## config.mk

```make
export PLATFORM = sky130hd
export DESIGN_NAME = tbc_mul
export DESIGN_NICKNAME = d
export VERILOG_FILES = /design/src/hw/rtl/assert_macros.svh /design/src/hw/rtl/tbc_mul.sv
export SDC_FILE = /design/constraint.sdc
export NUM_CORES = 2
export LEC_CHECK = 0
export BUFFER_PORTS_ARGS = -buffer_cell sky130_fd_sc_hd__buf_2
export CORE_UTILIZATION = 50
export CTS_CLUSTER_SIZE = 16
export DETAILED_ROUTE_END_ITERATION = 10
export PLACE_DENSITY = 0.63
export SYNTH_ARGS = -nofsm -noshare
export SYNTH_HDL_FRONTEND = slang
export SYNTH_SLANG_ARGS = --single-unit
```

## constraint.sdc

```tcl
create_clock -name clk_i -period 13.5 [get_ports clk_i]
set_input_delay 1.35 -clock clk_i [delete_from_list [all_inputs] [get_ports clk_i]]
set_output_delay 1.35 -clock clk_i [all_outputs]
set_load 0.05 [all_outputs]
```

## src/hw/rtl/assert_macros.svh

```systemverilog
// Assertion macros for the tilt balance controller.
// Needs clk_i and rst_ni in the scope of each use.
`ifndef ASSERT_MACROS_SVH
`define ASSERT_MACROS_SVH

// Check a property on every rising clock edge, off during reset.
`define TBC_ASSERT(lbl, prop) \
  lbl: assert property (@(posedge clk_i) disable iff (!rst_ni) (prop)) \
    else $error("tbc: property check failed");

// Check that a condition implies a consequence in the same cycle.
`define TBC_ASSERT_IMP(lbl, ante, cons) \
  lbl: assert property (@(posedge clk_i) disable iff (!rst_ni) (ante) |-> (cons)) \
    else $error("tbc: implication check failed");

`endif

```

## src/hw/rtl/tbc_mul.sv

```systemverilog
// Shared signed 32x32 multiplier with a registered product.
// Depends on nothing.
module tbc_mul (
  input  logic               clk_i,
  input  logic signed [31:0] a_i,
  input  logic signed [31:0] b_i,
  output logic signed [63:0] p_o
);

  logic signed [63:0] p_q;

  always_ff @(posedge clk_i) begin
    p_q <= a_i * b_i;
  end

  assign p_o = p_q;

endmodule

```

# ---- Yosys cells after proc, flatten, opt, wreduce, memory -nomap -nowiden
# Index checks and enable logic that the tools add are counted.
dict set report word_totals {
  register_bits 64
  inputBits 65
  output_inout_bits 64
  wordCells 2
}
dict set report op_classes {
  multipliers 1
}
# op count
set ops {}
lappend ops {{$mul A32 B32 Y64} 1}

# ---- Depth between registers and ports, before layout
dict set report depth {
  ltp_word 1
  mapped_depth 28
  mapped_depth_nobuf 27
}

# ---- Worst setup path before layout
# Ideal clock, no wire load.
dict set report synth_path {
  kind {in2reg}
  from {input port b_i[2]}
  to {register p_q[62] (netlist: p_o[62])}
  setup_time_ns 0.072
  arrival_ns 8.539
  required_ns 13.428
  slack_ns 4.889
  path_stages 24
  path_buffers 1
  path_cell_list {clkbuf_1 > nand2_1 > inv_1 > fa_1 > fa_1 > fa_1 > fa_1 > inv_1 > fa_1 > inv_1 > fa_1 > inv_1 > fa_1 > inv_1 > fa_1 > ha_1 > and3_1 > nand2_1 > or3_1 > o22a_1 > o211ai_1 > a31oi_1 > o31ai_1 > xor2_1}
}
dict set report synth_between {
  elab_chain_len 1
}
# item line
set synth_rtl {}
lappend synth_rtl {{start: declaration} tbc_mul.sv:6} ;# input logic signed [31:0] b_i,
lappend synth_rtl {{$mul A32 B32 Y64} tbc_mul.sv:13} ;# p_q <= a_i * b_i;
lappend synth_rtl {{end signal: assignment} tbc_mul.sv:13}
lappend synth_rtl {{end: declaration} tbc_mul.sv:10} ;# logic signed [63:0] p_q;
# Every way passes these cells.

# ---- Final worst setup path
dict set report layout_path {
  from {input port a_i[31]}
  to {register p_q[60] (netlist: p_o[60])}
}
dict set report layout_between {
  elab_chain_len 1
}
# item line
set layout_rtl {}
lappend layout_rtl {{start: declaration} tbc_mul.sv:5} ;# input logic signed [31:0] a_i,
lappend layout_rtl {{$mul A32 B32 Y64} tbc_mul.sv:13}
# Every way passes these cells.

==> results.cfg <==
[floorplan]
die_w_um = 275
die_h_um = 275
boundaryPins = 129
rows = 99
die-area_um2 = 75600
coreArea_um2 = 73300
initial_core_util_pct = 50.8

[sta]
setup_viol = 0
setup_tns_ns = 0
setup_slack_ns = 3.94
worstMarginPinSlew_ns = 1.16
hold_viol_final = 0
fmax_ghz = 0.105
rsz0062_at_grt = false
slew_headroom_pct = 22.7
post-route-min-period_ns = 9.56
min_period_over_period_pct = 70.8
maxSlewViolCount = 0

[finish]
fill_cells = 6727
syn2layout_area_growth_pct = 4.23
largest_reg_flops = 64
final_cell_mix = fa_1, inv_1, and2_1
drive_above_1_share_pct = 4.88
final_nets = 5176
layout_commonest_cell = fa_1

[cts]
hold_buffers = 0
clk_pin_slew_ns = 0.07
cts-root-buf = clkbuf_16
numCtsBuffers = 9
cts_resized = 0
cts_tree = done
htreeDepth = 3
cts_setup_buffers = 0
cts_buffer_depth = 2
clock-sinks = 64

[routing]
antenna_left = 0
drc = 12
viasPerCell = 5.26
num_vias = 25300
dr.pass1.iters = 8
routed_wl_um = 100000
initialDrtViolationCount = 1303
routedWlPerCell_um = 20.9

[logic_synthesis]
synth_edf_count = 0
yosysWarnings = 0
synth_fp_nets = 5215
postSynthAreaPerCell_um2 = 9.59
ys_seq_area_share_pct = 3.44
synth_largest_area_cell = fa_1
ys_ff_latch = 64
ys_types = 63
yosysTopAreaCellShare_pct = 58.2
async_flop_share_pct = 0
synthFlopType = dfxtp_1
syn_area_um2 = 37200
syn_inst = 3884
synthTopCellsByArea = fa_1, inv_1, and2_1, ha_1, nand2_1

[run]
max-cap-violations = 0

[setup_path]
crit_arrival_ns = 9.88
cp_max_fo = 32
start_kind = input port
cp_slowest_stage_delay_ns = 1.01
crit_slowest_cell = fa_1
worst_path_most_repeated_cell = fa_1
crit_buf_inv = 4
critical-path-top-delay-family = adder cells
path_cells = buf_2 -> nand2_1 -> inv_1 -> fa_1 -> fa_1 -> fa_1 -> fa_1 -> fa_1 -> fa_1 -> fa_1 -> inv_1 -> fa_1 -> inv_1 -> ha_1 -> a21o_1 -> a31oi_1 -> nor2_1 -> a2111oi_2 -> o22a_1 -> o211ai_1 -> a2111oi_1 -> o21bai_1 -> a21oi_1 -> xnor2_1
endpoint_kind = flip-flop
cp_data_required_time_ns = 13.83
crit_type = in2reg

[grt]
antenna_found_initial = 4
grt_pass1_wl_um = 163000
grt_max_degree = 33
grt_pass1_vias = 28500
globalRouteTotalUtil_pct = 28.9
grt_overflow_total = 0

[status]
outcome = complete, but fails checks
failed_checks = DRC

[placement]
globalplace.congestion = 0.865
hpwl_um = 79600
port_buffers = 128
dp_slack_ns = 3.45

[hold_path]
hp-class = in2reg
[metrics by stage]
stage	instance area, µm²	hold slack, ns	cells	utilization (%)
global placement	38500	1.82	4793	52.5
global route	38800	1.54	4809	52.9
CTS	38800	1.51	4809	52.9
floorplan	37200	1.48	3884	-
detailed placement	38500	1.82	4793	52.5
finish	38800	1.52	4810	52.9
[kinds of logic after synthesis]
logic type      Yosys count  share of synthesized area (%)
xor+xnor                 75                           1.76
compound gates          193                           3.46
simple gates           1134                           15.4
fa+ha+maj              1266                           64.3
flops                    64                           3.44
buf+inv                1152                           11.6
[cell usage after synthesis, types with 2 or more instances]
| master | count |
|---|---|
| o21bai_1 | 15 |
| nand2b_1 | 9 |
| and2_1 | 516 |
| a211oi_2 | 3 |
| clkbuf_1 | 195 |
| a31oi_1 | 12 |
| ha_1 | 184 |
| buf_1 | 2 |
| and4_1 | 3 |
| a211oi_1 | 4 |
| a21boi_0 | 3 |
| xnor2_1 | 53 |
| nor2b_1 | 3 |
| o211ai_1 | 3 |
| o21a_1 | 4 |
| fa_1 | 1082 |
| a21o_1 | 23 |
| o31ai_1 | 6 |
| o21ai_0 | 28 |
| o22a_1 | 2 |
| or3_1 | 4 |
| xor2_1 | 22 |
| a21o_2 | 2 |
| nand2_1 | 511 |
| nand4_1 | 7 |
| buf_2 | 3 |
| and3_1 | 7 |
| nor2_1 | 42 |
| inv_1 | 952 |
| nand3_1 | 15 |
| dfxtp_1 | 64 |
| o21ai_2 | 2 |
| a21oi_1 | 68 |
| nor3_1 | 6 |
[per-layer routing]
metal  track usage [%]  wire, µm  up-vias
li1                  -         -    11000
met1              38.2     40700    13400
met2              48.5     50000      755
met3              4.60      5950      164
met4              10.1      3760        8
met5                 0        48        -
[layout make-up]
| class | instances | area, µm² | area share, % |
|---|---|---|---|
| clock buffers | 11 | 243 | 0.625 |
| clock inverters | 5 | 80.1 | 0.206 |
| repair buffers | 150 | 806 | 2.08 |
| multi-input cells | 2668 | 31600 | 81.5 |
| diodes | 1 | 2.50 | 0.00645 |
| flip-flops and latches | 64 | 1280 | 3.30 |
| well taps | 959 | 1200 | 3.09 |
| inverters | 952 | 3570 | 9.21 |
[path summary, 6_finish.rpt]
path / start / endpoint / cells past startpoint
setup / recovery: a_i[31] / p_o[60] / 24
hold / removal: b_i[0] / p_o[0] / 3
Power is not shown: default switching activity piles up to over one toggle a cycle in this logic, so the estimate is an artifact.
