$ cat config.mk
export PLATFORM = sky130hd
export DESIGN_NAME = tbc_div
export DESIGN_NICKNAME = d
export VERILOG_FILES = /design/src/hw/rtl/assert_macros.svh /design/src/hw/rtl/tbc_pkg.sv /design/src/hw/rtl/tbc_div.sv
export SDC_FILE = /design/constraint.sdc
export NUM_CORES = 1
export LEC_CHECK = 0
export ABC_AREA = 1
export BUFFER_PORTS_ARGS = -buffer_cell sky130_fd_sc_hd__buf_2
export CORE_UTILIZATION = 58
export DETAILED_ROUTE_END_ITERATION = 8
export PLACE_DENSITY = 0.81
export RECOVER_POWER = 50
export SLEW_MARGIN = 20
export SYNTH_ARGS = -nofsm -noshare
export SYNTH_HDL_FRONTEND = slang
export SYNTH_SLANG_ARGS = --single-unit
$ cat constraint.sdc
create_clock -name clk_i -period 3.2 [get_ports clk_i]
set_input_delay 0.16 -clock clk_i [delete_from_list [all_inputs] [get_ports clk_i]]
set_output_delay 0.16 -clock clk_i [all_outputs]
set_load 0.02 [all_outputs]
$ cat src/hw/rtl/assert_macros.svh
// Assertion macros for the tilt balance controller.
// Needs clk_i and rst_ni in the scope of each use.
`ifndef ASSERT_MACROS_SVH
`define ASSERT_MACROS_SVH

// Check a property on every rising clock edge, off during reset.
`define TBC_ASSERT(lbl, prop) \
  lbl: assert property (@(posedge clk_i) disable iff (!rst_ni) (prop)) \
    else $error("tbc: property check failed");

// Check that a condition implies a consequence in the same cycle.
`define TBC_ASSERT_IMP(lbl, ante, cons) \
  lbl: assert property (@(posedge clk_i) disable iff (!rst_ni) (ante) |-> (cons)) \
    else $error("tbc: implication check failed");

`endif

$ cat src/hw/rtl/tbc_pkg.sv
// Shared types, constants and the arctangent table for the tilt balance controller.
// No dependencies.
package tbc_pkg;

  localparam int CORDIC_STEPS = 16;
  localparam int STEP_W       = 4;
  localparam int LIM_W        = 31;
  localparam int DUTY_W       = 16;
  localparam int NUM_W        = LIM_W + DUTY_W;
  localparam int TILT_W       = 25;
  localparam int PWM_FULL_SCALE_DEF = 2000;

  localparam logic signed [63:0] PITCH_MAX = 64'sd11796480;
  localparam logic signed [63:0] PITCH_MIN = -64'sd11796480;
  localparam logic signed [63:0] CTRL_MAX  = 64'sd140737488355327;
  localparam logic signed [63:0] CTRL_MIN  = -64'sd140737488355328;
  localparam logic signed [63:0] ROUND_HALF = 64'sd32768;

  typedef enum logic [1:0] {
    DIR_STOP = 2'd0,
    DIR_FWD  = 2'd1,
    DIR_BWD  = 2'd2
  } dir_e;

  typedef enum logic [2:0] {
    REG_GYRO_OFFSET  = 3'd0,
    REG_TARGET_PITCH = 3'd1,
    REG_BLEND_ALPHA  = 3'd2,
    REG_GAIN_NOW     = 3'd3,
    REG_GAIN_PREV    = 3'd4,
    REG_GAIN_PREV2   = 3'd5,
    REG_DRIVE_LIMIT  = 3'd6,
    REG_DEAD_BAND    = 3'd7
  } reg_e;

  typedef enum logic [4:0] {
    S_IDLE, S_SQ_Y, S_SQ_Z, S_SQ_SUM, S_TILT, S_BL_A, S_BL_B, S_BL_SUM,
    S_PITCH, S_PID_A, S_PID_B, S_PID_C, S_PID_SUM, S_ACCUM, S_CLAMP,
    S_BAND, S_DUTY_MUL, S_DIV_GO, S_DIV, S_FINISH
  } state_e;

  typedef enum logic [1:0] {
    CRD_IDLE,
    CRD_SQRT,
    CRD_ROT
  } crd_state_e;

  typedef struct packed {
    logic busy;
    logic done;
  } unit_sts_t;

  function automatic logic signed [TILT_W-1:0] atan_q16(input logic [STEP_W-1:0] idx);
    logic signed [TILT_W-1:0] val;
    unique case (idx)
      4'd0:    val = 25'sd2949120;
      4'd1:    val = 25'sd1740967;
      4'd2:    val = 25'sd919879;
      4'd3:    val = 25'sd466945;
      4'd4:    val = 25'sd234379;
      4'd5:    val = 25'sd117304;
      4'd6:    val = 25'sd58666;
      4'd7:    val = 25'sd29335;
      4'd8:    val = 25'sd14668;
      4'd9:    val = 25'sd7334;
      4'd10:   val = 25'sd3667;
      4'd11:   val = 25'sd1833;
      4'd12:   val = 25'sd917;
      4'd13:   val = 25'sd458;
      4'd14:   val = 25'sd229;
      default: val = 25'sd115;
    endcase
    return val;
  endfunction

endpackage

$ cat src/hw/rtl/tbc_div.sv
// Restoring divider for the duty value, one quotient bit per cycle.
// Depends on tbc_pkg.
module tbc_div (
  input  logic                          clk_i,
  input  logic                          rst_ni,
  input  logic                          start_i,
  input  logic [tbc_pkg::NUM_W-1:0]     num_i,
  input  logic [tbc_pkg::LIM_W-1:0]     den_i,
  output tbc_pkg::unit_sts_t            sts_o,
  output logic [tbc_pkg::DUTY_W-1:0]    quo_o
);

  logic busy_q, busy_d, done_q, done_d;
  logic [tbc_pkg::STEP_W-1:0] cnt_q, cnt_d;
  logic [tbc_pkg::LIM_W-1:0] rem_q, rem_d, den_q, den_d;
  logic [tbc_pkg::DUTY_W-1:0] lo_q, lo_d, quo_q, quo_d;
  logic [tbc_pkg::LIM_W:0] trial;
  logic ge;

  always_ff @(posedge clk_i or negedge rst_ni) begin
    if (!rst_ni) begin
      busy_q <= 1'b0;
      done_q <= 1'b0;
      cnt_q  <= '0;
    end else begin
      busy_q <= busy_d;
      done_q <= done_d;
      cnt_q  <= cnt_d;
    end
  end

  always_ff @(posedge clk_i) begin
    rem_q <= rem_d;
    den_q <= den_d;
    lo_q  <= lo_d;
    quo_q <= quo_d;
  end

  always_comb begin
    busy_d = busy_q;
    done_d = 1'b0;
    cnt_d  = cnt_q;
    rem_d  = rem_q;
    den_d  = den_q;
    lo_d   = lo_q;
    quo_d  = quo_q;
    trial  = {rem_q, lo_q[tbc_pkg::DUTY_W-1]};
    ge     = (trial >= {1'b0, den_q});
    if (!busy_q) begin
      if (start_i) begin
        rem_d  = num_i[tbc_pkg::NUM_W-1:tbc_pkg::DUTY_W];
        lo_d   = num_i[tbc_pkg::DUTY_W-1:0];
        den_d  = den_i;
        quo_d  = '0;
        cnt_d  = '0;
        busy_d = 1'b1;
      end
    end else begin
      rem_d = ge ? tbc_pkg::LIM_W'(trial - {1'b0, den_q}) : trial[tbc_pkg::LIM_W-1:0];
      lo_d  = lo_q << 1;
      quo_d = {quo_q[tbc_pkg::DUTY_W-2:0], ge};
      cnt_d = cnt_q + 1'b1;
      if (cnt_q == 4'(tbc_pkg::DUTY_W - 1)) begin
        busy_d = 1'b0;
        done_d = 1'b1;
      end
    end
  end

  assign sts_o.busy = busy_q;
  assign sts_o.done = done_q;
  assign quo_o      = quo_q;

endmodule
Word level (Yosys, flattened, before mapping)
Index checks and enable logic that the tools add are counted.
- memories: 0
- bits in writable memories: 0
- bits in latches: 0
- output and inout port bits: 18
- bits in registers: 100
- bits of input ports: 81
- ROM bits: 0
- order comparisons: 1
- add/sub/neg operators: 2
- reduce and logical (&&, ||, !) cells: 2
- div/mod/pow operators: 0
- multiplexer cells: 14
- equality and inequality tests: 1
- $mul: 0
- shifts and indexed selects: 0
- bitwise operators: 1
- operators by type and width (cell ; count):
    31-bit two-way mux ; 3
    16-bit two-way mux ; 4
    32-bit by 31-bit greater-or-equal comparator with 1-bit output ; 1
    31-bit subtractor ; 1
    4-bit two-way mux ; 2
    1-bit two-way mux ; 5
    4-bit by 1-bit adder with 4-bit output (second input constant) ; 1
    4-bit == test (second input constant) ; 1
    2-bit AND reduction ; 1
    2-bit nonzero test ; 1
    1-bit NOT ; 1

Logic depth before layout (Yosys ltp)
- depth after elaboration: 3
- depth in mapped cells: 17
- gate-level depth less buffers: 16

Least setup slack after synthesis
No wires, ideal clock.
- path kind: register -> register
- from: register busy_q
- to: register lo_q[10] in the netlist's numbering (enable)
- setup time: 0.417 ns
- period minus slack after synthesis: 2.456 ns
- data arrival time: 2.040 ns
- slack: 0.744 ns
- stages on the path, launching flop included: 4
- required time: 2.783 ns
- cell sequence: dfrtp_1 clkbuf_1 nor2_1 inv_1
- longest elaborated chain between the ends: 1
- RTL lines (what ; line ; source):
    start: declaration ; tbc_div.sv:13 ; logic busy_q, busy_d, done_q, done_d;
    start signal: assignment ; tbc_div.sv:26 ; busy_q <= busy_d;
    2-bit nonzero test (no source line) ; - ;
    end signal: assignment ; tbc_div.sv:35 ; lo_q <= lo_d;
    end: declaration ; tbc_div.sv:16 ; logic [tbc_pkg::DUTY_W-1:0] lo_q, lo_d, quo_q, quo_d;
No other way between the ends.
A chain may end at the register's enable or synchronous reset.

Worst setup path after layout
- from: register rem_q[22] in the netlist's numbering
- to: register rem_q[23] in the netlist's numbering, data pin
- longest elaborated chain between the ends: 3
- elaborated cells between the ends (all ways): 4
- those cells by class: 1 x add/sub; 1 x order compare; 2 x mux
- RTL lines (what ; line ; source):
    start: declaration ; tbc_div.sv:15 ; logic [tbc_pkg::LIM_W-1:0] rem_q, rem_d, den_q, den_d;
    start signal: assignment ; tbc_div.sv:33 ; rem_q <= rem_d;
    31-bit subtractor or 32-bit by 31-bit greater-or-equal comparator with 1-bit output (tied branches) ; tbc_div.sv:59, tbc_div.sv:48 ;
    31-bit two-way mux (*) ; tbc_div.sv:59 ; rem_d = ge ? tbc_pkg::LIM_W'(trial - {1'b0, den_q}) : trial[tbc_pkg::LIM_W-1:0];
    31-bit two-way mux (*) ; tbc_div.sv:49 ; if (!busy_q) begin
    named net rem_d (one bit) ; tbc_div.sv:15 ;
The timed path passes the listed nets; every way through them passes the cells marked *.

==> metrics.sh <==
OUTCOME='finished clean'
WORST_SETUP_PATH_END_KIND='register'
R2R.WORST_PATH.CELLS=13
FIN_CRIT_SH_PCT=88.1
FINALHOLDVIOLCOUNT=0
POSTSYNTHREGISTERBITS=100
FLOORPLAN.CORE_AREA_SQ_MM=0.0114
GRT_MAX_DEGREE=48
CTS.CLK_SLEW.WORST_PATHS_NS=0.08
SUM_NEG_SETUP_SLACK_NS=0
VIAS_IN_THE_FIRST_GLOBAL_ROUTE=5683
PORT-BUFFER-COUNT=98
TIMING.MAX_CAP.VIOLATIONS=0
CLKPWRFRAC_PCT=13.3
INITIAL_CORE_UTIL_PCT=59.5
GP_CONGESTION=0.961
DIE_WIDTH_UM=110
DIE_AREA_SQ_MM=0.0121
POSTSYNTH.ASYNCRESETSHARE_PCT=6.00
SYNTH_LARGEST_TYPE_AREA_FRACTION_PCT=41.3
FP.DIEH_UM=110
AREA_OVERHEAD_OF_THE_LAYOUT_RELATIVE_TO_SYNTHESIS_PCT=17.5
TIMING.RR.END='rem_q[23]$_DFFE_PP_'
INITIAL_ANTENNA_VIOLATION_COUNT=0
YOSYSMOSTFREQUENTCELL='sky130_fd_sc_hd__nand2_1'
DETAIL_ROUTE.WIRELENGTH_UM=16500
DRTPASS1ITERATIONS=5
SETUP_VIOL=0
SYNTHESIS.AREA_SQ_MM=0.00676
CTS_MAX_LEVEL=3
CRIT_REQUIRED_NS=3.31
TIMING.CRITICAL_PATH.FROM_TYPE='register'
SLEW_HEADROOM_PCT=29.9
FINISH.UTILIZATION_PCT=69.9
FINAL_ANTENNA_NET_COUNT=0
TIMING.CRITICAL_PATH.FROM='rem_q[22]$_DFFE_PP_'
SUMMED_AREA_OF_NON_FILLER_CELLS_IN_THE_FINAL_LAYOUT_SQ_MM=0.00794
CLOCK_INSERTION_DELAY_WORST_SKEW_NS=0.36
YOSYSUNIQUECELLTYPES=36
SEQUENTIAL_CELL_AREA_SQ_MM=0.00296
ROUTE.VIAS.TOTAL=6050
TIMING.SETUP.CRITICAL_PATH_CLASS='register to register'
MAX_SLEW.WORST_PIN.SLEW_NS=1.04
CTS_INSERTED_BUFFERS=9
UNREPAIRED_SETUP_ENDPOINTS_AFTER_GLOBAL_ROUTING='no'
TRITONCTS_CLOCK_TREE='done'
CRIT_FANOUT=32
SYNTH_AREA_PER_CELL_SQ_UM=7.43
WORSTREG2REGSTART='rem_q[22]$_DFFE_PP_'
SEQ_AREA_FRAC_SYNTH_PCT=43.8
NETLIST_TOP_CELLS_AREA='sky130_fd_sc_hd__edfxtp_1, sky130_fd_sc_hd__nand2_1, sky130_fd_sc_hd__inv_1'
POST_CTS_BUFFERS=0
FINAL_CELLS=1185
CELL_INTERNAL_PWR_uW=4350
DETAIL_ROUTE.DRC_VIOLATIONS=0
NETLIST_INSTANCES=910
NET-SWITCHING-POWER_uW=3760
WORST_SETUP_PATH_ENDPOINT='rem_q[23]$_DFFE_PP_'
TOTAL_I_O_PIN_COUNT=99
INITIALDRTVIOLATIONCOUNT=461
YS_TOP_CELLS_BY_COUNT='sky130_fd_sc_hd__nand2_1, sky130_fd_sc_hd__inv_1, sky130_fd_sc_hd__edfxtp_1, sky130_fd_sc_hd__nand3_1, sky130_fd_sc_hd__nor2_1'
YOSYSWARNINGCOUNT=0
ROUTEDWLPERCELL_UM=13.9
LAYOUT-DRIVE-GT1-SHARE_PCT=10.7
STD_CELL_ROWS=39
DPL.HPWL_UM=11900
CLOCK_TREE.BUFFER_DEPTH=2
NUM-FILL-CELLS=1001
MIN_PATH_TYPE='primary input to register'
SYNTH_ENABLE_FLOP_CELLS=93
FIN_WORST_SKEW_NS=0.0124
WORST_IR_DROP_VDD_uV=665
PWR_DENSITY_CELL_mW_PER_MM2=1020
GRT_OVERFLOW_TOTAL=0
SYNTH_TOP_AREA_CELL='sky130_fd_sc_hd__edfxtp_1'
WORST_EP_ARRIVAL_TIME_NS=2.93
POST_DRT_VIA_CELL_RATIO=5.11
SWITCHING_SHARE_PCT=46.4
HOLD_PATH_DEPTH=3
SYNTH-MAIN-FF-CELL='sky130_fd_sc_hd__edfxtp_1'
SETUP.REG_TO_REG.WORST_SLACK_NS=0.38
DP.CELLS=1136
GRT_USE_TOTAL_PCT=29.0
MAX_CLOCK_FREQ_MHz=355
CELL_AREA_AFTER_PLACEMENT_SQ_MM=0.00738
PERIOD_NEEDED_NS=2.82
ANTENNA-DIODE-COUNT=0
SEQPWRFRAC_PCT=30.2
SYNTHESIS.NETS=1024
HOLDWS_NS=0.0616
COMBINATIONALPOWERSHARE_PCT=56.6
CLOCK-ROOT-BUFFER='sky130_fd_sc_hd__clkbuf_16'
WIRE_LENGTH_OF_THE_FIRST_GLOBAL_ROUTING_PASS_UM=26400
NUMBER_OF_MAX_SLEW_VIOLATIONS_IN_THE_FINAL_REPORT=0
NNETSFINAL=1151
POWER.STATIC_LEAKAGE_uW=0.00425
MULTI_INPUT_AREA_SQ_MM=0.00305
CLOCK_SINKS=100
-- cells in the final DEF (no fill, tap or decap), types with 3 or more instances in the layout --
master and n:
sky130_fd_sc_hd__nand2_1 380, sky130_fd_sc_hd__inv_1 172, sky130_fd_sc_hd__edfxtp_1 93, sky130_fd_sc_hd__buf_2 79, sky130_fd_sc_hd__nand3_1 53, sky130_fd_sc_hd__nor2_1 47
sky130_fd_sc_hd__dlygate4sd3_1 33, sky130_fd_sc_hd__ha_1 32, sky130_fd_sc_hd__clkbuf_1 20, sky130_fd_sc_hd__nand3b_1 18, sky130_fd_sc_hd__a21oi_1 18, sky130_fd_sc_hd__a22o_1 15
sky130_fd_sc_hd__xnor2_1 13, sky130_fd_sc_hd__nand4_1 10, sky130_fd_sc_hd__clkbuf_16 9, sky130_fd_sc_hd__dfrtp_1 6, sky130_fd_sc_hd__o21ai_0 5, sky130_fd_sc_hd__and2_1 4
sky130_fd_sc_hd__inv_6 4, sky130_fd_sc_hd__nor2_2 3, sky130_fd_sc_hd__nand2_4 3
-- kinds of logic after synthesis --
family / synth area share (%)
buf+inv: 11.1
compound gates: 4.07
xor+xnor: 1.81
flops: 43.8
fa+ha+maj: 6.22
simple gates: 32.9
-- worst max-delay path: stages, from the launching register on --
cell and delay (ns):
sky130_fd_sc_hd__edfxtp_1 0.43, sky130_fd_sc_hd__ha_1 0.40, sky130_fd_sc_hd__nand2_1 0.15, sky130_fd_sc_hd__inv_1 0.06
sky130_fd_sc_hd__nand2_1 0.06, sky130_fd_sc_hd__nand2_1 0.08, sky130_fd_sc_hd__a21oi_2 0.22, sky130_fd_sc_hd__nor2_4 0.07
sky130_fd_sc_hd__nor2_8 0.29, sky130_fd_sc_hd__nand2_4 0.30, sky130_fd_sc_hd__nand2_4 0.28, sky130_fd_sc_hd__nand2_1 0.10
sky130_fd_sc_hd__nand2_1 0.07, sky130_fd_sc_hd__nand2_1 0.05
-- metrics by stage --
step / setup WS (ns) / total power (uW)
2_1_floorplan: 0.744 / 5920
3_3_place_gp: 0.488 / 6860
3_5_place_dp: 0.445 / 6970
4_1_cts: 0.417 / 8100
5_1_grt: 0.169 / 8830
6_report: 0.380 / 8110
-- power by group through the flow --
stage | registers (uW) | logic (uW) | clock network (uW)
floorplan | 2500 | 3420 | 0
global placement | 2450 | 4410 | 0
detailed placement | 2440 | 4530 | 0
CTS | 2440 | 4570 | 1090
global route | 2500 | 5200 | 1130
finish | 2450 | 4590 | 1080
-- how the worst min path moves through the flow --
stage | end | from | slack (ns)
floorplan | busy_q$_DFF_PN0_ | rst_ni | -0.14
CTS | rem_q[16]$_DFFE_PP_ | num_i[32] | 0.05
global placement | cnt_q[1]$_DFFE_PN0P_ | rst_ni | -0.01
detailed placement | cnt_q[0]$_DFFE_PN0P_ | rst_ni | -0.01
finish | rem_q[16]$_DFFE_PP_ | num_i[32] | 0.06
global route | rem_q[6]$_DFFE_PP_ | num_i[22] | 0.07
-- final cells by class --
class / instances / area share [%]
clock buffer: 10 / 2.88
clock inverter: 6 / 0.646
inverter: 174 / 8.22
multi-input combinational: 617 / 38.3
sequential: 100 / 37.3
tap: 143 / 2.25
timing repair buffer: 135 / 10.3
-- layer usage --
metal / routed length [um] / up-vias / global-route usage, %
met3: 993 / 22 / 7.41
met4: 254 / 0 / 8.29
met1: 7670 / 2742 / 38.2
li1: - / 3091 / -
met5: 0 / - / 0
met2: 7570 / 195 / 47.1
-- repair_timing --
| item | 4_1_cts | 5_1_grt |
|---|---|---|
| hold endpoints to repair | 38 | 0 |
| resized for setup | 0 | 0 |
| hold buffers | 33 | 0 |
| endpoints found under the setup margin | 0 | 0 |
-- state kept, by name (all words and copies together), names as in the netlist --
register / count
quo_o: 16
den_q: 31
busy_q: 1
rem_q: 31
lo_q: 16
done_q: 1
cnt_q: 4
Power figures use the tool's default switching activity.
