<file path="src/hw/rtl/assert_macros.svh">
// Assertion macros for the tilt balance controller.
// Needs clk_i and rst_ni in the scope of each use.
`ifndef ASSERT_MACROS_SVH
`define ASSERT_MACROS_SVH

// Check a property on every rising clock edge, off during reset.
`define TBC_ASSERT(lbl, prop) \
  lbl: assert property (@(posedge clk_i) disable iff (!rst_ni) (prop)) \
    else $error("tbc: property check failed");

// Check that a condition implies a consequence in the same cycle.
`define TBC_ASSERT_IMP(lbl, ante, cons) \
  lbl: assert property (@(posedge clk_i) disable iff (!rst_ni) (ante) |-> (cons)) \
    else $error("tbc: implication check failed");

`endif

</file>
<file path="src/hw/rtl/tbc_pkg.sv">
// Shared types, constants and the arctangent table for the tilt balance controller.
// No dependencies.
package tbc_pkg;

  localparam int CORDIC_STEPS = 16;
  localparam int STEP_W       = 4;
  localparam int LIM_W        = 31;
  localparam int DUTY_W       = 16;
  localparam int NUM_W        = LIM_W + DUTY_W;
  localparam int TILT_W       = 25;
  localparam int PWM_FULL_SCALE_DEF = 2000;

  localparam logic signed [63:0] PITCH_MAX = 64'sd11796480;
  localparam logic signed [63:0] PITCH_MIN = -64'sd11796480;
  localparam logic signed [63:0] CTRL_MAX  = 64'sd140737488355327;
  localparam logic signed [63:0] CTRL_MIN  = -64'sd140737488355328;
  localparam logic signed [63:0] ROUND_HALF = 64'sd32768;

  typedef enum logic [1:0] {
    DIR_STOP = 2'd0,
    DIR_FWD  = 2'd1,
    DIR_BWD  = 2'd2
  } dir_e;

  typedef enum logic [2:0] {
    REG_GYRO_OFFSET  = 3'd0,
    REG_TARGET_PITCH = 3'd1,
    REG_BLEND_ALPHA  = 3'd2,
    REG_GAIN_NOW     = 3'd3,
    REG_GAIN_PREV    = 3'd4,
    REG_GAIN_PREV2   = 3'd5,
    REG_DRIVE_LIMIT  = 3'd6,
    REG_DEAD_BAND    = 3'd7
  } reg_e;

  typedef enum logic [4:0] {
    S_IDLE, S_SQ_Y, S_SQ_Z, S_SQ_SUM, S_TILT, S_BL_A, S_BL_B, S_BL_SUM,
    S_PITCH, S_PID_A, S_PID_B, S_PID_C, S_PID_SUM, S_ACCUM, S_CLAMP,
    S_BAND, S_DUTY_MUL, S_DIV_GO, S_DIV, S_FINISH
  } state_e;

  typedef enum logic [1:0] {
    CRD_IDLE,
    CRD_SQRT,
    CRD_ROT
  } crd_state_e;

  typedef struct packed {
    logic busy;
    logic done;
  } unit_sts_t;

  function automatic logic signed [TILT_W-1:0] atan_q16(input logic [STEP_W-1:0] idx);
    logic signed [TILT_W-1:0] val;
    unique case (idx)
      4'd0:    val = 25'sd2949120;
      4'd1:    val = 25'sd1740967;
      4'd2:    val = 25'sd919879;
      4'd3:    val = 25'sd466945;
      4'd4:    val = 25'sd234379;
      4'd5:    val = 25'sd117304;
      4'd6:    val = 25'sd58666;
      4'd7:    val = 25'sd29335;
      4'd8:    val = 25'sd14668;
      4'd9:    val = 25'sd7334;
      4'd10:   val = 25'sd3667;
      4'd11:   val = 25'sd1833;
      4'd12:   val = 25'sd917;
      4'd13:   val = 25'sd458;
      4'd14:   val = 25'sd229;
      default: val = 25'sd115;
    endcase
    return val;
  endfunction

endpackage

</file>
<file path="src/hw/rtl/tbc_cordic.sv">
// Iterative integer square root followed by a vectoring CORDIC for the tilt angle.
// Depends on tbc_pkg.
module tbc_cordic (
  input  logic                               clk_i,
  input  logic                               rst_ni,
  input  logic                               start_i,
  input  logic [31:0]                        n_i,
  input  logic signed [15:0]                 ax_i,
  output tbc_pkg::unit_sts_t                 sts_o,
  output logic signed [tbc_pkg::TILT_W-1:0]  tilt_o
);

  tbc_pkg::crd_state_e phase_q, phase_d;
  logic [tbc_pkg::STEP_W-1:0] cnt_q, cnt_d;
  logic [31:0] rem_q, rem_d, res_q, res_d;
  logic signed [35:0] x_q, x_d, y_q, y_d;
  logic signed [tbc_pkg::TILT_W-1:0] z_q, z_d;
  logic zero_q, zero_d;
  logic done_q, done_d;
  logic [31:0] bit_v, sum_v;
  logic signed [35:0] dx, dy;

  always_ff @(posedge clk_i or negedge rst_ni) begin
    if (!rst_ni) begin
      phase_q <= tbc_pkg::CRD_IDLE;
      cnt_q   <= '0;
      done_q  <= 1'b0;
    end else begin
      phase_q <= phase_d;
      cnt_q   <= cnt_d;
      done_q  <= done_d;
    end
  end

  always_ff @(posedge clk_i) begin
    rem_q  <= rem_d;
    res_q  <= res_d;
    x_q    <= x_d;
    y_q    <= y_d;
    z_q    <= z_d;
    zero_q <= zero_d;
  end

  always_comb begin
    phase_d = phase_q;
    cnt_d   = cnt_q;
    rem_d   = rem_q;
    res_d   = res_q;
    x_d     = x_q;
    y_d     = y_q;
    z_d     = z_q;
    zero_d  = zero_q;
    done_d  = 1'b0;
    bit_v   = 32'h4000_0000 >> {cnt_q, 1'b0};
    sum_v   = res_q + bit_v;
    dx      = y_q >>> cnt_q;
    dy      = x_q >>> cnt_q;
    unique case (phase_q)
      tbc_pkg::CRD_IDLE: begin
        if (start_i) begin
          rem_d   = n_i;
          res_d   = '0;
          y_d     = {{4{ax_i[15]}}, ax_i, 16'b0};
          z_d     = '0;
          zero_d  = (ax_i == 16'sd0);
          cnt_d   = '0;
          phase_d = tbc_pkg::CRD_SQRT;
        end
      end
      tbc_pkg::CRD_SQRT: begin
        if (rem_q >= sum_v) begin
          rem_d = rem_q - sum_v;
          res_d = (res_q >> 1) + bit_v;
        end else begin
          res_d = res_q >> 1;
        end
        x_d   = $signed({3'b0, res_d[16:0], 16'b0});
        cnt_d = cnt_q + 1'b1;
        if (cnt_q == 4'(tbc_pkg::CORDIC_STEPS - 1)) begin
          phase_d = tbc_pkg::CRD_ROT;
        end
      end
      tbc_pkg::CRD_ROT: begin
        if (y_q > 36'sd0) begin
          x_d = x_q + dx;
          y_d = y_q - dy;
          z_d = z_q + tbc_pkg::atan_q16(cnt_q);
        end else begin
          x_d = x_q - dx;
          y_d = y_q + dy;
          z_d = z_q - tbc_pkg::atan_q16(cnt_q);
        end
        cnt_d = cnt_q + 1'b1;
        if (cnt_q == 4'(tbc_pkg::CORDIC_STEPS - 1)) begin
          phase_d = tbc_pkg::CRD_IDLE;
          done_d  = 1'b1;
        end
      end
      default: phase_d = tbc_pkg::CRD_IDLE;
    endcase
  end

  assign sts_o.busy = (phase_q != tbc_pkg::CRD_IDLE);
  assign sts_o.done = done_q;
  assign tilt_o     = zero_q ? '0 : z_q;

endmodule

</file>
<file path="config.mk">
export PLATFORM = sky130hd
export DESIGN_NAME = tbc_cordic
export DESIGN_NICKNAME = d
export VERILOG_FILES = /design/src/hw/rtl/assert_macros.svh /design/src/hw/rtl/tbc_pkg.sv /design/src/hw/rtl/tbc_cordic.sv
export SDC_FILE = /design/constraint.sdc
export NUM_CORES = 1
export LEC_CHECK = 0
export BUFFER_PORTS_ARGS = -buffer_cell sky130_fd_sc_hd__buf_2
export CORE_MARGIN = 2
export CORE_UTILIZATION = 45
export CTS_CLUSTER_DIAMETER = 80
export DETAILED_ROUTE_END_ITERATION = 7
export GPL_TIMING_DRIVEN = 0
export SYNTH_ARGS = -nofsm -noshare
export SYNTH_HDL_FRONTEND = slang
export SYNTH_SLANG_ARGS = --single-unit
export TNS_END_PERCENT = 1
</file>
<file path="constraint.sdc">
create_clock -name clk_i -period 8.27 [get_ports clk_i]
set_input_delay 1.654 -clock clk_i [delete_from_list [all_inputs] [get_ports clk_i]]
set_output_delay 1.654 -clock clk_i [all_outputs]
set_load 0.03 [all_outputs]
</file>
======== Word level (Yosys, flattened, before mapping) ========
Memories as Yosys holds them, arrays and structs flattened.
Cells that the tools add are included.
storage, ports and cells
  register bits ........................... 169
  memory bits (read-only) ................. 704
  input bits .............................. 51
  output and inout bits ................... 27
  word-level logic and storage cells ...... 74
  memories ................................ 2
memories
  name              depth  bits a word  rd ports  clocked after Yosys merged registers in  write ports  line           source
  (name not given)  16     22           1         0                                        0            tbc_pkg.sv:55  unique case (idx)
  (name not given)  16     22           1         0                                        0            tbc_pkg.sv:55
cells by class
  $add $sub $neg .......................... 10
  magnitude comparators ................... 2
  eq/ne operators ......................... 7
  shifts and indexed selects .............. 3
  mux-type cells .......................... 27
  reduce and logical (&&, ||, !) cells .... 14
operators by type and width
  operator                                                                          number
  25-bit 2-to-1 mux                                                                 7
  36-bit case mux with 2 select lines                                               2
  32-bit 2-to-1 mux                                                                 4
  32-bit case mux with 2 select lines                                               2
  36-bit 2-to-1 mux                                                                 3
  36-bit adder                                                                      2
  36-bit by 4-bit >>> shifter with 36-bit output                                    2
  36-bit subtractor                                                                 2
  25-bit case mux with 2 select lines                                               1
  36-bit by 1-bit greater-than comparator with 1-bit output, second input constant  1
  31-bit by 32-bit adder with 32-bit output                                         1
  32-bit adder                                                                      1
  32-bit >= comparator                                                              1
  31-bit by 5-bit >> shifter with 32-bit output, first input constant               1
  32-bit subtractor                                                                 1
  25-bit adder                                                                      1
  25-bit subtractor                                                                 1
  16-bit zero test                                                                  1
  2-bit nonzero test                                                                5
  2-bit != test, second input constant                                              4
  4-bit case mux with 2 select lines                                                1
  2-bit AND reduction                                                               4
  2-bit 2-to-1 mux                                                                  3
  2-bit case mux with 3 select lines                                                1
  other kinds (9)                                                                   11

======== Depth between registers and ports, before layout ========
Gate-level depths: netlist of run 1.
  word-level depth ........................ 6
  gate-level depth with buffers ........... 32
  gate-level depth less buffers ........... 25

======== Worst setup path before layout of run 1 ========
Ideal clock, no wire load.
  path type ............................... flip-flop to flip-flop
  from .................................... register cnt_q[2] in the netlist's numbering
  to ...................................... register rem_q[0] (enable)
  setup time .............................. 0.470 ns
  arrival ................................. 7.898 ns
  setup slack ............................. -0.098 ns
  cell stages (with the launch flop) ...... 26
  buffers on the path ..................... 7
  clock period less this slack ............ 8.368 ns
  cells stage by stage .................... dfrtp_1 buf_2 buf_2 buf_2 buf_1 clkbuf_1 clkbuf_1 clkbuf_1 and3_1 ha_1 nand2_1 or4_1 o21ai_0 a31oi_1 o21bai_1 a31o_2 a31oi_1 xor2_1 ha_1 nand4_1 nor2_1 and3_1 a41oi_1 nand3b_1 nand2_1 a21boi_0
on the way
  word-level cells in the longest chain between the ends .. 5
ends and longest elaborated chain
  item                                           line              source
  start, declared                                tbc_cordic.sv:14  logic [tbc_pkg::STEP_W-1:0] cnt_q, cnt_d;
  start signal, assigned                         tbc_cordic.sv:30  cnt_q <= cnt_d;
  31-bit by 5-bit >> shifter with 32-bit output  tbc_cordic.sv:54  bit_v = 32'h4000_0000 >> {cnt_q, 1'b0};
  32-bit adder                                   tbc_cordic.sv:55  sum_v = res_q + bit_v;
  32-bit >= comparator                           tbc_cordic.sv:71  if (rem_q >= sum_v) begin
  2-bit != test (no line)                        n/a
  3-bit AND reduction (no line)                  n/a
  end signal, assigned                           tbc_cordic.sv:36  rem_q <= rem_d;
  end, declared                                  tbc_cordic.sv:15  logic [31:0] rem_q, rem_d, res_q, res_d;
Every way passes these cells.
A chain may end at the register's enable or synchronous reset.

======== Final worst setup path of run 1 ========
  from .................................... register cnt_q[2] in the netlist's numbering
  to ...................................... register x_q[18] (data pin)
on the way
  word-level cells in the longest chain between the ends .. 5
  elaborated cells on any way between the ends .. 10
  classes of those cells .................. add/sub: 4; order compare: 1; shift: 2; mux: 3
ends and longest elaborated chain
  item                                           line              source
  31-bit by 5-bit >> shifter with 32-bit output  tbc_cordic.sv:54
  32-bit adder                                   tbc_cordic.sv:55
  32-bit >= comparator                           tbc_cordic.sv:71
  32-bit 2-to-1 mux                              tbc_cordic.sv:71
  36-bit case mux with 2 select lines (*)        tbc_cordic.sv:58  unique case (phase_q)
  named net x_d[18]                              tbc_cordic.sv:16  logic signed [35:0] x_q, x_d, y_q, y_d;
  end signal, assigned                           tbc_cordic.sv:38  x_q <= x_d;
  end, declared                                  tbc_cordic.sv:16
The timed path passes the listed nets; every way through them passes the cells marked *.

==> flow_summary.json, run 1 <==
{
  "die_area_um2": 50200,
  "worst_setup_path_end_kind": "flop",
  "ios": 78,
  "worstMarginPinSlew_ns": 1.34,
  "cts_root_buffer": "clkbuf_16",
  "htreeDepth": 4,
  "cts.sinks": 169,
  "placed_cell_area_um2": 23100,
  "cap_violations": 0,
  "port_buffers": 77,
  "die_y_um": 224,
  "place_hpwl_mm": 65.5,
  "worst_slack_ns": 0.347,
  "crit_arrival_ns": 8.16,
  "clockBufferDepth": 2,
  "min_path_type": "reg2reg",
  "nets": 2788,
  "status": "complete, no violations",
  "avgSynthCellArea_um2": 8.84,
  "finalNonFillerCells": 3192,
  "vias": 20800,
  "synth_top_area_share_pct": 22.3,
  "netlist_top_cells_area": "edfxtp_1, ha_1, mux4_2",
  "drc": 0,
  "dp_cells": 3161,
  "synth-edff-count": 162,
  "critPathLaunchType": "flop",
  "drive_gt1_share_pct": 13.7,
  "clk_pin_slew_ns": 0.08,
  "cp_max_fo": 19,
  "synth.most_common_cell": "nand2_1",
  "ant_nets": 0,
  "synthArstFlopShare_pct": 4.14,
  "yosys_most_used_dff": "edfxtp_1",
  "synth_fp_nets": 2689,
  "wl_per_cell_um": 25.8,
  "cts_buffers": 17,
  "die_w_um": 224,
  "antenna_found_initial": 2,
  "route.final.wire_length_mm": 82.3,
  "vias_per_cell": 6.53,
  "hold_violations": 0,
  "max-slew-margin-rel_pct": 10.7,
  "max_freq_mhz": 126,
  "final-setup-viol-count": 0,
  "cpMostUsedCell": "a21o_1",
  "cts_tree": "yes",
  "timing.hold.ws_ns": 0.513,
  "synth-seq-cells": 169,
  "fin_crit_sh_pct": 95.8,
  "max_stage_delay_ns": 0.52,
  "synth_cells": 2464,
  "synth_top_area_cell": "edfxtp_1",
  "grt_use_total_pct": 32.9,
  "dp_slack_ns": -1.29,
  "synth_area_um2": 21800,
  "place_congestion": 1.03,
  "synth.distinct_cells": 88,
  "grt_pass1_wl_mm": 123,
  "dr.pass1.iters": 5,
  "grt_overflow_total": 0,
  "clk_latency_ns": 0.52,
  "drv_slew": 0,
  "yosysSeqAreaShare_pct": 23.1,
  "yosys_warnings": 0,
  "synth_common_cells": "nand2_1, nor2_1, a21oi_1",
  "coreArea_um2": 47700,
  "hold_buffers": 0,
  "rows": 80,
  "crit_type": "reg2reg",
  "first_iter_violations": 2379,
  "grt_pass1_vias": 19700,
  "grt_max_degree": 36,
  "cpMaxStageDelayCell": "or4_1",
  "crit_buf_inv": 7,
  "start_util_pct": 45.6,
  "required_ns": 8.51,
  "crit_family": "buffers and inverters",
  "design_area_um2": 23800,
  "n_fill_cell": 4633,
  "finalCriticalPeriod_ns": 7.92,
  "finClkSkew_ns": 0.0111,
  "syn_to_final_growth_pct": 9.36
}
==> cells by family after synthesis <==
logic type                 share of synthesized area, %
xor gates and xnor gates                           9.40
adders and majority gates                          10.4
and+or+nand+nor                                    17.5
muxes                                              15.8
buffers and inverters                              3.96
DFF                                                23.1
AOI/OAI and AO/OA                                  19.8
==> worst reg2reg max path, stage by stage (launching register included) <==
cell and delay, ns:
dfrtp_1 0.38, buf_2 0.28, buf_2 0.45, buf_2 0.44
clkbuf_4 0.41, clkbuf_2 0.37, clkbuf_2 0.44, and3_1 0.35
ha_1 0.22, nand2_1 0.08, or4_1 0.52, o21ai_1 0.30
a31oi_1 0.19, o21bai_2 0.27, a31o_2 0.22, xnor2_1 0.12
ha_1 0.32, a21o_1 0.20, a21o_1 0.18, a21o_1 0.17
a21oi_1 0.12, o21ai_0 0.12, a21o_1 0.21, nand3b_1 0.27
clkbuf_2 0.30, nand3_1 0.14, xor2_1 0.42, mux2i_1 0.15
==> cell type report <==
class	instances	area, um^2	area share, %
well taps	615	769	3.23
diodes	1	2.50	0.0105
inverters	75	282	1.18
flip-flops and latches	169	5040	21.2
clock buffers	17	425	1.79
clock inverters	15	206	0.867
plain buffers	120	603	2.53
repair buffers	83	520	2.19
multi-input cells	2097	16000	67.0
==> worst paths after layout <==
check                      slack, ns        from          to  depth (start not counted)
setup / recovery                0.35    cnt_q[2]     x_q[18]                         27
hold / removal                  0.51  phase_q[1]  phase_q[1]                          2
setup reg to reg                0.35    cnt_q[2]     x_q[18]                         27
hold reg to reg                 0.51  phase_q[1]  phase_q[1]                          2
max in group asynchronous       7.13      rst_ni    cnt_q[2]                          1
min in group asynchronous       0.97      rst_ni      done_q                          1
==> per-stage QoR <==
step | utilization (%) | TNS, ns
after floorplan | - | 0
final | 49.9 | 0
after detailed placement | 48.4 | -62.74
after CTS | 49.7 | 0
after global placement | 48.0 | -301.57
after global routing | 49.9 | -0.0543
==> layer usage <==
metal | vias up | GRT usage (%) | part of all wire, %
met2 | 950 | 49.8 | 43
met3 | 179 | 8.18 | 9.7
li1 | 9488 | - | -
met4 | 2 | 13.7 | 3.9
met5 | - | 0 | 0.016
met1 | 10200 | 44.8 | 43
==> state kept, by name, summed over array words and instances (netlist names) <==
name,flops
rem_q,32
y_q,36
cnt_q,4
z_q,25
x_q,36
zero_q,1
done_q,1
res_q,32
phase_q,2
==> cell usage in the layout, fill, tap and decap left out, types with 82 or more instances in the layout <==
cell type / netlist / routed
xnor2_1: 150 / 150
o21ai_0: 145 / 140
a21oi_1: 192 / 192
mux4_2: 89 / 89
xor2_1: 82 / 82
nor2_1: 216 / 216
ha_1: 170 / 168
edfxtp_1: 162 / 162
nand2_1: 218 / 218
buf_2: 23 / 99
==> timing repair <==
action,CTS,global route
pin swaps,0,2
resized for setup,13,22
setup buffers,0,1
endpoints found under the setup margin,87,86
Power of run 1 is not shown: default switching activity piles up to over one toggle a cycle in this logic, so the estimate is an artifact.
==> inputs of run 2 (changes only) <==
==> constraint.sdc (replaced) <==
create_clock -name clk_i -period 8.5 [get_ports clk_i]
set_input_delay 1.7 -clock clk_i [delete_from_list [all_inputs] [get_ports clk_i]]
set_output_delay 1.7 -clock clk_i [all_outputs]
set_load 0.03 [all_outputs]
==> run 2 against run 1 <==
Compared with the run above:
- clock-buffer cell count grew 2
- clock skew grew 0.013 ns
- critical path depth shrank 1
- design area shrank 0.33%
- cell count is essentially flat
- register-to-register slack lost 0.15 ns
- critical path type unchanged
- worst hold slack gained 0.017 ns
- routed wire length shrank 0.79%
- fmax shrank 4.6%
- setup slack lost 0.15 ns
==> flow_summary.json, run 2 (synthesis gave the netlist of run 1 again) <==
{
  "mostFrequentLayoutCells": "nand2_1, nor2_1, a21oi_1",
  "finClkSkew_ns": 0.0237,
  "cts_buffers": 17,
  "cp_max_fo": 10,
  "grt_max_degree": 33,
  "cap_violations": 0,
  "place_congestion": 1.03,
  "top_regs": "x_q x36, y_q x36",
  "required_ns": 8.77,
  "clk_latency_ns": 0.52,
  "rows": 80,
  "final_common_cell": "nand2_1",
  "die_w_um": 224,
  "drc": 0,
  "crit_type": "reg2reg",
  "drive_gt1_share_pct": 13.3,
  "hold_buffers": 0,
  "status": "complete, no violations",
  "min_path_type": "reg2reg",
  "htreeDepth": 4,
  "antenna_found_initial": 0,
  "n_fill_cell": 4629,
  "wl_per_cell_um": 25.6,
  "clk_pin_slew_ns": 0.08,
  "dr.pass1.iters": 6,
  "worstMarginPinSlew_ns": 1.43,
  "fin_setup_tns_ns": 0,
  "cts_root_buffer": "clkbuf_16",
  "grt_pass1_wl_mm": 122,
  "grt_use_total_pct": 32.4,
  "cts_tree": "yes",
  "route.final.wire_length_mm": 81.6,
  "grt_overflow_total": 0,
  "coreArea_um2": 47700,
  "nets": 2789,
  "syn_to_final_growth_pct": 9.00,
  "max-slew-margin-rel_pct": 4.72,
  "worst_setup_path_end_kind": "flop",
  "dp_cells": 3162,
  "crit_arrival_ns": 8.57,
  "port_buffers": 77,
  "clockBufferDepth": 2,
  "die_area_um2": 50200,
  "final-setup-viol-count": 0,
  "start_util_pct": 45.6,
  "vias": 20800,
  "cts.sinks": 169,
  "finalNonFillerCells": 3193,
  "max_freq_mhz": 120,
  "grt_pass1_vias": 19800,
  "finalCriticalPeriod_ns": 8.30,
  "ios": 78,
  "place_hpwl_mm": 64.1,
  "critPathLaunchType": "flop",
  "ant_nets": 0,
  "drv_slew": 0,
  "die_y_um": 224,
  "fin_crit_sh_pct": 97.7,
  "vias_per_cell": 6.53,
  "hold_violations": 0,
  "rsz0062_at_grt": "yes",
  "worst_slack_ns": 0.198,
  "multi_input_area_um2": 15900,
  "dp_slack_ns": -1.35,
  "first_iter_violations": 2181,
  "regArea_um2": 5040,
  "timing.hold.ws_ns": 0.530
}
[run 2: critical path, stage by stage (launching register included)]
cell	delay, ns
dfrtp_1	0.36
buf_2	0.24
clkinv_1	0.18
buf_1	0.46
clkbuf_1	0.66
clkbuf_1	0.65
clkbuf_2	0.48
clkbuf_1	0.68
a21o_1	0.16
o21ai_0	0.16
ha_1	0.30
o211a_1	0.23
and3_1	0.30
a21oi_1	0.20
xnor2_1	0.24
ha_1	0.30
clkbuf_1	0.18
o21ai_0	0.19
a21oi_1	0.09
a221o_1	0.33
and2_1	0.21
o21a_1	0.24
a211oi_2	0.49
o211ai_1	0.20
a31oi_1	0.23
xnor2_1	0.09
a21o_1	0.17
[run 2: layout make-up]
cell class,count,area share (%)
antenna,1,0.0105
buffer,120,2.48
clock buffer,19,1.82
clock inverter,13,0.769
inverter,75,1.19
multi-input combinational,2097,67.1
sequential,169,21.2
tap,615,3.24
timing repair buffer,84,2.16
[run 2: timing repair]
item,CTS,global route
buffers inserted,0,1
pin swaps,0,1
endpoints found under the hold margin,0,0
endpoints found under the setup margin,97,87
resized for setup,7,16
[run 2: routing by layer]
metal  GRT usage [%]  vias up  part of all wire, %  wire, um
li1                -     9479                    -         -
met1            45.7    10200                   45     36500
met2            47.8     1005                   42     34400
met3            6.64      174                  9.0      7320
met4            14.6        0                  4.2      3410
met5               0        -                    0         0
[run 2: through the flow]
stage                     utilization (%)  area (um^2)
after floorplan                         -        21800
after global placement               48.0        22900
after detailed placement             48.4        23100
after CTS                            49.7        23700
after global routing                 49.7        23700
final                                49.7        23700
[run 2: path summary, 6_finish.rpt]
path | from | to | slack, ns | depth (start not counted)
max | cnt_q[3] | y_q[34] | 0.20 | 26
min | phase_q[1] | phase_q[1] | 0.53 | 2
max reg2reg | cnt_q[3] | y_q[34] | 0.20 | 26
min reg2reg | phase_q[1] | phase_q[1] | 0.53 | 2
max in group asynchronous | rst_ni | phase_q[1] | 7.28 | 1
min in group asynchronous | rst_ni | phase_q[0] | 1.03 | 1
Power of run 2 is left out for the same reason.
==> inputs of run 3 (changes only) <==
--- a/config.mk
+++ b/config.mk
@@ -6,11 +6,15 @@
 export NUM_CORES = 1
 export LEC_CHECK = 0
 export BUFFER_PORTS_ARGS = -buffer_cell sky130_fd_sc_hd__buf_2
+export CELL_PAD_IN_SITES_DETAIL_PLACEMENT = 0
+export CELL_PAD_IN_SITES_GLOBAL_PLACEMENT = 1
 export CORE_MARGIN = 2
 export CORE_UTILIZATION = 45
 export CTS_CLUSTER_DIAMETER = 80
 export DETAILED_ROUTE_END_ITERATION = 7
 export GPL_TIMING_DRIVEN = 0
+export HOLD_SLACK_MARGIN = 0.15
+export PLACE_DENSITY_LB_ADDON = 0.1
 export SYNTH_ARGS = -nofsm -noshare
 export SYNTH_HDL_FRONTEND = slang
 export SYNTH_SLANG_ARGS = --single-unit
==> run 3 against run 2 <==
Compared with the run above:
- sequential cell count unchanged
- via count down 0.90%
- clock skew about the same
- routed wire length up 3.3%
- clock-buffer cell count down 2
- fmax up 0.91%
- global-route usage up 1.3 points
- critical path depth down 2
- first-iteration DRC count down 4.6%
- die area unchanged
- highest routed layer unchanged
==> flow_summary.json, run 3 (synthesis gave the netlist of run 1 again) <==
{
  "grt_overflow_total": 0,
  "hold_buffers": 0,
  "rrSetupSlack_ns": 0.27,
  "grt_use_met3_pct": 8.33,
  "coreArea_um2": 47700,
  "die_w_um": 224,
  "drc": 0,
  "critPathLaunchType": "flop",
  "die_y_um": 224,
  "grt_busiest_layer": "met2",
  "clk_pin_slew_ns": 0.08,
  "cts.sinks": 169,
  "mostFrequentLayoutCells": "nand2_1, nor2_1, a21oi_1",
  "fin_crit_sh_pct": 96.8,
  "worst_setup_path_end_kind": "flop",
  "grt_pass1_vias": 19600,
  "crit_buf_inv": 8,
  "cpMaxStageDelayCell": "clkbuf_1",
  "n_fill_cell": 4629,
  "final-setup-viol-count": 0,
  "crit_start": "cnt_q[3]",
  "htreeDepth": 4,
  "use_met2_pct": 49.5,
  "clk_latency_ns": 0.52,
  "cap_violations": 0,
  "final_common_cell": "nand2_1",
  "cts_buffers": 17,
  "use_met1_pct": 47.9,
  "crit_type": "reg2reg",
  "vias_per_cell": 6.48,
  "post-cts-setup-buffers": 0,
  "hold_violations": 0,
  "hp-start": "phase_q[1]",
  "clockBufferDepth": 2,
  "grt_max_degree": 33,
  "drv_slew": 0,
  "die_area_um2": 50200,
  "cts_root_buffer": "clkbuf_16",
  "antenna_cells": 0,
  "status": "complete, no violations",
  "nets": 2787,
  "grt_use_total_pct": 33.8,
  "required_ns": 8.72,
  "ant_nets": 0,
  "dr.pass1.iters": 8,
  "first_iter_violations": 2080,
  "crit_family": "buffers and inverters",
  "vias": 20700,
  "utilization_pct": 49.7,
  "finalCriticalPeriod_ns": 8.23,
  "min_path_type": "reg2reg",
  "place_congestion": 0.987,
  "ios": 78,
  "r2r-start": "cnt_q[3]",
  "route.final.wire_length_mm": 84.4,
  "place_hpwl_mm": 67.0,
  "start_util_pct": 45.6,
  "max_stage_delay_ns": 0.68,
  "antenna_found_initial": 2,
  "syn_to_final_growth_pct": 9.01,
  "wl_per_cell_um": 26.4,
  "finClkSkew_ns": 0.0234,
  "top_regs": "x_q x36, y_q x36",
  "cp_cell_sequence": "buf_2 -> clkinv_1 -> buf_1 -> clkbuf_1 -> clkbuf_2 -> clkbuf_1 -> clkbuf_2 -> and3_1 -> ha_1 -> a31oi_1 -> nor2_1 -> a21oi_1 -> a21boi_0 -> xnor2_1 -> ha_1 -> and4_1 -> nand2_1 -> nor4_1 -> a41oi_1 -> nand3b_1 -> and2_1 -> clkbuf_4 -> mux2i_1 -> o21ai_0",
  "rsz0062_at_grt": "no",
  "max_freq_mhz": 122,
  "crit_arrival_ns": 8.45,
  "worstMarginPinSlew_ns": 1.36,
  "drive_gt1_share_pct": 13.6,
  "cts_tree": "yes",
  "rows": 80,
  "cp_max_fo": 10,
  "grt_pass1_wl_mm": 126,
  "port_buffers": 77,
  "max-slew-margin-rel_pct": 9.55
}
==> run 3: cell types whose count changed in the layout (fill, tap and decap cells not counted), sizes merged <==
cell and delta:
buf -5, clkinv +3, bufinv -2, inv +2, clkdlybuf4s18 +1, clkinvlp -1, diode -1
==> run 3: timing repair <==
item / 4_1_cts / 5_1_grt
pin swaps: 1 / 1
resized for setup: 12 / 20
setup endpoints to repair: 99 / 90
==> run 3: tightest hold or removal path, cell delays in order, from the launching register on <==
cell and delay (ns):
dfrtp_1 0.37, nand2_1 0.05, o21ai_0 0.06
==> run 3: worst paths after layout <==
| kind | end | cells past startpoint |
|---|---|---|
| worst max-delay path | x_q[22] | 24 |
| max in group asynchronous | phase_q[1] | 1 |
| worst min-delay path | phase_q[1] | 2 |
| min in group asynchronous | cnt_q[0] | 1 |
| worst min register to register | phase_q[1] | 2 |
| worst max register to register | x_q[22] | 24 |
==> run 3: layout make-up <==
| cell class | instances | area [um^2] | share of cell area [%] |
|---|---|---|---|
| Buffer | 118 | 593 | 2.50 |
| Clock buffer | 17 | 425 | 1.79 |
| Clock inverter | 15 | 173 | 0.727 |
| Inverter | 75 | 282 | 1.19 |
| Multi-Input combinational cell | 2097 | 16000 | 67.2 |
| Sequential cell | 169 | 5040 | 21.2 |
| Tap cell | 615 | 769 | 3.24 |
| Timing Repair Buffer | 84 | 508 | 2.14 |
==> run 3: metal layers <==
metal | wire length, um | part of all wire [%]
met2 | 35900 | 43
met4 | 2670 | 3.2
met1 | 37800 | 45
met3 | 8000 | 9.5
met5 | 0 | 0
==> run 3: metrics by stage <==
step	area [um^2]	hold WS [ns]	TNS [ns]	cells	setup slack (ns)
3_5_place_dp	23100	0.496	-96.54	3163	-1.57
3_3_place_gp	22900	0.494	-333.10	3156	-4.80
4_1_cts	23700	0.514	0	3192	0.0436
2_1_floorplan	21800	0.472	0	2464	0.132
6_report	23700	0.511	0	3190	0.273
5_1_grt	23700	0.540	0	3190	0.00420
Power of run 3 is left out for the same reason.
